===== src/rtl/stpf_pkg.sv =====
// Shared types and constants for the scale and translation point fit block.
// Used by the controller, the datapath, the divider and the top level.
`timescale 1ns / 1ps

package stpf_pkg;

   // Point store depth and the widths that follow from it.
   localparam int MAX_POINTS = 64;
   localparam int IDX_W      = $clog2(MAX_POINTS);
   localparam int CNT_W      = $clog2(MAX_POINTS + 1);

   // Small divider: dividend width and quotient bits retired per cycle.
   localparam int DIV_W     = 60;
   localparam int DIV_DIGIT = 4;

   // Iteration counts of the scale divider and the square root.
   localparam int SDIV_STEPS = 24;
   localparam int SQRT_STEPS = 30;
   localparam int STEP_W     = 5;

   // Datapath operations issued by the controller.
   typedef enum logic [4:0] {
      OP_NONE,
      OP_MUL,
      OP_ACC,
      OP_PROD,
      OP_DIFF,
      OP_DINIT,
      OP_DSTEP,
      OP_SCALE,
      OP_BASE,
      OP_BASE2,
      OP_PMUL,
      OP_PADD,
      OP_PDIV,
      OP_PWR,
      OP_PSQ,
      OP_PACC,
      OP_RDIV,
      OP_SINIT,
      OP_SSTEP,
      OP_SFIN,
      OP_EOUT
   } op_type;

   // Controller states.
   typedef enum logic [4:0] {
      S_IDLE,
      S_MUL,
      S_ACC,
      S_PROD,
      S_DIFF,
      S_DINIT,
      S_DSTEP,
      S_SCALE,
      S_BASE,
      S_BASE2,
      S_PRD,
      S_PMUL,
      S_PADD,
      S_PDIV,
      S_PWAIT,
      S_PWR,
      S_PSQ,
      S_PACC,
      S_RDIV,
      S_RWAIT,
      S_SINIT,
      S_SSTEP,
      S_SFIN,
      S_ERD,
      S_EOUT
   } state_type;

   // Command from the controller to the datapath.
   typedef struct packed {
      logic   cap;
      op_type op;
   } cmd_type;

   // Status from the datapath to the controller.
   typedef struct packed {
      logic set_end;
      logic k_last;
      logic div_done;
   } stat_type;

endpackage


===== src/rtl/stpf_ctrl.sv =====
// Controller of the point fit: sequences loading, scale, fit loop, root and output.
// Depends on stpf_pkg for states, commands and status.
`timescale 1ns / 1ps

module stpf_ctrl (
   input  logic                clock,
   input  logic                reset,
   input  logic                start,
   output logic                busy,
   output logic                rsp_strobe,
   output stpf_pkg::cmd_type   cmd,
   input  stpf_pkg::stat_type  stat
);
   import stpf_pkg::*;

   state_type         state_ff, state_in;
   logic [STEP_W-1:0] step_ff, step_in;

   // State and iteration counter registers.
   always_ff @(posedge clock) begin
      if (reset) begin
         state_ff <= S_IDLE;
         step_ff  <= '0;
      end else begin
         state_ff <= state_in;
         step_ff  <= step_in;
      end
   end

   // Next state and commands.
   always_comb begin
      state_in   = state_ff;
      step_in    = step_ff;
      cmd.cap    = 1'b0;
      cmd.op     = OP_NONE;
      busy       = 1'b1;
      rsp_strobe = 1'b0;
      unique case (state_ff)
         S_IDLE: begin
            busy = 1'b0;
            if (start) begin
               cmd.cap  = 1'b1;
               state_in = S_MUL;
            end
         end
         S_MUL: begin
            cmd.op   = OP_MUL;
            state_in = S_ACC;
         end
         S_ACC: begin
            cmd.op = OP_ACC;
            if (stat.set_end) begin
               state_in = S_PROD;
            end else begin
               busy = 1'b0;
               if (start) begin
                  cmd.cap  = 1'b1;
                  state_in = S_MUL;
               end else begin
                  state_in = S_IDLE;
               end
            end
         end
         S_PROD: begin
            cmd.op   = OP_PROD;
            state_in = S_DIFF;
         end
         S_DIFF: begin
            cmd.op   = OP_DIFF;
            state_in = S_DINIT;
         end
         S_DINIT: begin
            cmd.op   = OP_DINIT;
            step_in  = STEP_W'(SDIV_STEPS - 1);
            state_in = S_DSTEP;
         end
         S_DSTEP: begin
            cmd.op  = OP_DSTEP;
            step_in = step_ff - STEP_W'(1);
            if (step_ff == '0) begin
               state_in = S_SCALE;
            end
         end
         S_SCALE: begin
            cmd.op   = OP_SCALE;
            state_in = S_BASE;
         end
         S_BASE: begin
            cmd.op   = OP_BASE;
            state_in = S_BASE2;
         end
         S_BASE2: begin
            cmd.op   = OP_BASE2;
            state_in = S_PRD;
         end
         S_PRD: begin
            state_in = S_PMUL;
         end
         S_PMUL: begin
            cmd.op   = OP_PMUL;
            state_in = S_PADD;
         end
         S_PADD: begin
            cmd.op   = OP_PADD;
            state_in = S_PDIV;
         end
         S_PDIV: begin
            cmd.op   = OP_PDIV;
            state_in = S_PWAIT;
         end
         S_PWAIT: begin
            if (stat.div_done) begin
               state_in = S_PWR;
            end
         end
         S_PWR: begin
            cmd.op   = OP_PWR;
            state_in = S_PSQ;
         end
         S_PSQ: begin
            cmd.op   = OP_PSQ;
            state_in = S_PACC;
         end
         S_PACC: begin
            cmd.op   = OP_PACC;
            state_in = stat.k_last ? S_RDIV : S_PRD;
         end
         S_RDIV: begin
            cmd.op   = OP_RDIV;
            state_in = S_RWAIT;
         end
         S_RWAIT: begin
            if (stat.div_done) begin
               state_in = S_SINIT;
            end
         end
         S_SINIT: begin
            cmd.op   = OP_SINIT;
            step_in  = STEP_W'(SQRT_STEPS - 1);
            state_in = S_SSTEP;
         end
         S_SSTEP: begin
            cmd.op  = OP_SSTEP;
            step_in = step_ff - STEP_W'(1);
            if (step_ff == '0) begin
               state_in = S_SFIN;
            end
         end
         S_SFIN: begin
            cmd.op   = OP_SFIN;
            state_in = S_ERD;
         end
         S_ERD: begin
            state_in = S_EOUT;
         end
         S_EOUT: begin
            cmd.op     = OP_EOUT;
            rsp_strobe = 1'b1;
            state_in   = stat.k_last ? S_IDLE : S_ERD;
         end
         default: state_in = S_IDLE;
      endcase
   end

   // Results appear only during a fit run.
   a_strobe_busy: assert property (@(posedge clock) disable iff (reset)
      rsp_strobe |-> busy)
      else $error("result strobe while idle");

   // An accepted request always makes the block busy next cycle.
   a_accept_busy: assert property (@(posedge clock) disable iff (reset)
      start && !busy |=> busy)
      else $error("request accepted without going busy");

   // Results are spaced by a store read state.
   a_strobe_gap: assert property (@(posedge clock) disable iff (reset)
      rsp_strobe |=> !rsp_strobe)
      else $error("back to back result strobes");

endmodule


===== config.mk =====
export PLATFORM = sky130hd
export DESIGN_NAME = stpf_ctrl
export DESIGN_NICKNAME = d
export VERILOG_FILES = /design/src/rtl/stpf_pkg.sv /design/src/rtl/stpf_ctrl.sv
export SDC_FILE = /design/constraint.sdc
export NUM_CORES = 1
export LEC_CHECK = 0
export BUFFER_PORTS_ARGS = -buffer_cell sky130_fd_sc_hd__buf_2
export CORE_MARGIN = 2
export CORE_UTILIZATION = 28
export CTS_CLUSTER_SIZE = 30
export DETAILED_ROUTE_END_ITERATION = 10
export RECOVER_POWER = 100
export SKIP_LAST_GASP = 1
export SYNTH_ARGS = -nofsm -noshare
export SYNTH_HDL_FRONTEND = slang
export SYNTH_SLANG_ARGS = --single-unit

===== constraint.sdc =====
create_clock -name clock -period 3.2 [get_ports clock]
set_input_delay 0 -clock clock [delete_from_list [all_inputs] [get_ports clock]]
set_output_delay 0 -clock clock [all_outputs]
set_load 0.03 [all_outputs]

; ---- After elaboration in Yosys (flattened, before gate mapping)
; Index checks and enable logic that the tools add are counted.
[classes]
n_reduce_logical = 5
n_eq_ne = 29
addsub = 1
muxes = 18
[ops]
columns = operator, n
row1 = 5-bit one-hot mux with 25 select lines, 1
row2 = 5-bit one-hot mux with 20 select lines, 1
row3 = 5-bit == test (second input constant), 9
row4 = 5-bit by 4-bit == test with 1-bit output (second input constant), 8
row5 = 5-bit two-way mux, 8
row6 = 5-bit by 3-bit == test with 1-bit output (second input constant), 4
row7 = 5-bit one-hot mux with 3 select lines, 1
row8 = 5-bit by 2-bit == test with 1-bit output (second input constant), 2
row9 = 5-bit logical NOT, 2
row10 = 2-bit != test (second input constant), 5
row11 = 5-bit by 1-bit == test with 1-bit output (second input constant), 1
row12 = 1-bit two-way mux, 5
row13 = 5-bit AND reduction, 1
row14 = 5-bit by 1-bit subtractor with 5-bit output (second input constant), 1
row15 = 1-bit one-hot mux with 2 select lines, 2
row16 = 3-bit nonzero test, 1
row17 = 2-bit OR reduction, 1
[word_totals]
reg_bits = 10
elab_cells = 55
out_inout_bits = 8

; ---- Depth between registers and ports, before layout
[depth]
word_depth = 3
ltp_mapped = 7
depth_no_buf = 7

; ---- Least setup slack after synthesis
; Ideal clock, no wire load.
[synth_path]
path_kind = register -> output
start = register state_ff[1]
end = output port cmd[4] (netlist bit)
arrival_ns = 1.683
path_buffers = 1
slack_ns = 1.517
path_stages_with_launch = 5
path_cell_list = dfxtp_1 > clkbuf_1 > nor2b_1 > nor3_1 > a211oi_1
[synth_lines]
columns = element, line_no
row1 = from (decl), stpf_ctrl.sv:16  ; state_type state_ff, state_in;
row2 = from (signal assigned), stpf_ctrl.sv:25  ; state_ff <= state_in;
row3 = to (decl), stpf_ctrl.sv:11  ; output stpf_pkg::cmd_type cmd,

==> run_results.csv <==
group,metric,value,unit
clock_network,cts-resized-gates,0,
setup_path,worstPathCellList,"nand2_1, nor2_1, a31oi_1, o22ai_1, clkbuf_1",
placement,place.gp.congestion,0.765,
drt,firstDrtPassIters,4,
clock_network,cts_root_buf,"clkbuf_4",
layout,drive_above_1_share,11.1,%
layout,fin_nets,152,
drt,via_per_inst,5.39,
synth,ys.flop_type,"dfxtp_1",
placement,hpwl,1670,µm
clock_network,clockBufferDepth,2,
floorplan,dieHeight,62.2,µm
worst_hold_path,hp-class,"primary input to flip-flop",
setup_path,crit_family,"flip-flops",
floorplan,rows,21,
clock_network,cts_sinks,10,
floorplan,die_area,0.00387,mm²
placement,io_buffers,13,
drt,post_drt_wl_per_cell,12.5,µm
layout,seqCellArea,200,µm²
clock_network,cts_max_level,1,
setup_path,max_stage_delay,0.81,ns
floorplan,io_pins,14,
clock_network,cts_setup_buffers,0,
global_route,grt_pass1_vias,871,
layout,area_growth,9.88,%
timing,rsz0062_at_grt,"no",
floorplan,die_x,62.2,µm
synth,seq_area_frac_synth,21.1,%
job,maxCapViolations,0,
pwr,leakage,0.000340,µW
clock_network,cts_hold_repair.buffers,0,
synth,ys_seq_elements,10,
setup_path,required,3.20,ns
synth,syn_nets,145,
timing,min_period,2.12,ns
global_route,grt_use_total,12.3,%
global_route,grt_max_degree,27,
setup_path,worstSetupPathType,"flip-flop to output port",
synth,synth_edf_count,0,
outcome,status,"complete, no violations",
timing,final-hold-violation-count,0,
timing,min_period_over_period,66.3,%
global_route,grt_overflow,0,
drt,via_count,1025,
setup_path,crit_slowest_cell,"dfxtp_1",
timing,setup-tns-final,0,ns
setup_path,crit_fanout,23,
drt,ant_nets,0,
synth,synth-async-reset-ratio,0,%
floorplan,initial_core_util,28.9,%
setup_path,worst_ep_arrival_time,2.12,ns
pwr,p_int,285,µW
timing,maxSlewHeadroom,48.0,%
clock_network,path_clk_slew,0.07,ns
pwr,power.share.clock,23.8,%
clock_network,insertion_delay,0.28,ns
layout,nFillCells,379,
setup_path,crit_buf_inv,1,
global_route,grt_pass1_wl,3880,µm
clock_network,numCtsBuffers,3,
layout,fin_util,31.8,%
setup_path,critPathCaptureType,"output port",
drt,remaining_drc_errors,0,
pwr,ir_drop,0.222,mV
layout,multi_input_area,671,µm²
clock_network,cts_tree,"yes",
layout,n_antenna_cell,0,
timing,worst_pin_slew,0.779,ns
pwr,p_seq_share,37.0,%
floorplan,core_area,0.00328,mm²
pwr,pwr_density_cell,485,mW/mm²
timing,clock-skew-final,0.00388,ns
timing,final-max-slew-violation-count,0,
timing,setup_viol,0,
pwr,p_comb_share,39.2,%
timing,max_freq,471,MHz
synth,syn_avg_cell_area,6.88,µm²
pwr,switching_share,43.8,%
drt,postRouteWirelength,2380,µm
synth,postSynthCellCount,138,
pwr,power_switching,222,µW
synth,ys_warn_count,0,
global_route,grt_antenna_before_repair,0,
synth,ys_types,47,
setup_path,startpoint_type,"flip-flop",
drt,first_iter_violations,24,
synth,synth.cell_area,950,µm²
==> state kept, by name, summed over array words and instances, names as in the netlist <==
register / flops
step_ff: 5
state_ff: 5
==> area by class of cell <==
class                   count  area share, %
clock buffers               4           3.48
well taps                  46           5.52
repair buffers             13           5.40
flip-flops and latches     10           19.2
inverters                   6           2.16
multi-input cells         111           64.3
==> per-layer routing <==
layer | vias to the layer above | global-route usage (%) | routed length, µm
met4 | 0 | 3.33 | 25
met5 | - | 0 | 0
met2 | 16 | 20.8 | 1160
li1 | 518 | - | -
met1 | 487 | 15.5 | 1120
met3 | 4 | 3.26 | 75
==> stage by stage <==
step / instances / instance area [µm²] / hold WS [ns] / power [µW] / setup slack [ns]
floorplan: 138 / 950 / 0.227 / 347 / 1.52
global placement: 186 / 1020 / 0.317 / 386 / 1.25
detailed placement: 186 / 1020 / 0.324 / 391 / 1.18
CTS: 190 / 1060 / 0.0252 / 514 / 1.16
global route: 190 / 1040 / 0.0533 / 539 / 0.855
finish: 190 / 1040 / 0.0341 / 506 / 1.08
==> Yosys cell counts, types with 3 or more instances <==
library cell,count,area share [%]
nor3_1,6,3.2
o211ai_1,3,2.4
nand2b_1,4,2.6
o21a_1,3,2.4
a21oi_1,12,6.3
dfxtp_1,10,21
inv_1,3,1.2
inv_2,3,1.2
buf_2,6,3.2
o21ai_0,6,3.2
nor2_1,19,7.5
a31oi_1,3,2.0
or3_1,3,2.0
buf_1,3,1.2
nand2_1,13,5.1
nor2b_1,3,2.0
==> logic make-up (layout without fill, tap and decap cells) <==
group                    after synthesis  count (layout)  share of synthesized area, %
multiplexers                           2               2                          2.11
AND/OR/NAND/NOR                       60              60                          32.1
adder cells (fa/ha/maj)                2               2                          2.37
buffers and inverters                 17              23                          7.90
XOR/XNOR                               1               1                         0.922
flip-flops                            10              10                          21.1
AO/OA/AOI/OAI                         46              46                          33.5
==> cell usage in the layout (no fill, tap or decap), drive strengths merged, types with 3 or more instances in the layout <==
cell type,n
nor2,19
nand2,13
a21oi,13
clkbuf,11
dfxtp,10
o21ai,7
nor3,7
buf,6
inv,6
nand2b,4
or3,3
nor2b,3
a31oi,3
o21a,3
o211ai,3
o22ai,3
a211oi,3
==> worst paths after layout <==
kind | to | from | cells after the start | slack, ns
worst min-delay path | state_ff[1] | reset | 2 | 0.03
worst min register to register | step_ff[4] | step_ff[4] | 1 | 0.51
worst max register to register | state_ff[1] | state_ff[1] | 5 | 1.09
worst max-delay path | cmd[1] | state_ff[0] | 5 | 1.08
==> power groups by stage <==
| stage | sequential [µW] | combinational, µW | clock [µW] |
|---|---|---|---|
| 2_1_floorplan | 149 | 199 | 0 |
| 3_3_place_gp | 187 | 199 | 0 |
| 3_5_place_dp | 189 | 202 | 0 |
| 4_1_cts | 186 | 204 | 124 |
| 5_1_grt | 193 | 220 | 126 |
| 6_report | 187 | 199 | 120 |
(Power assumes the default switching activity.)
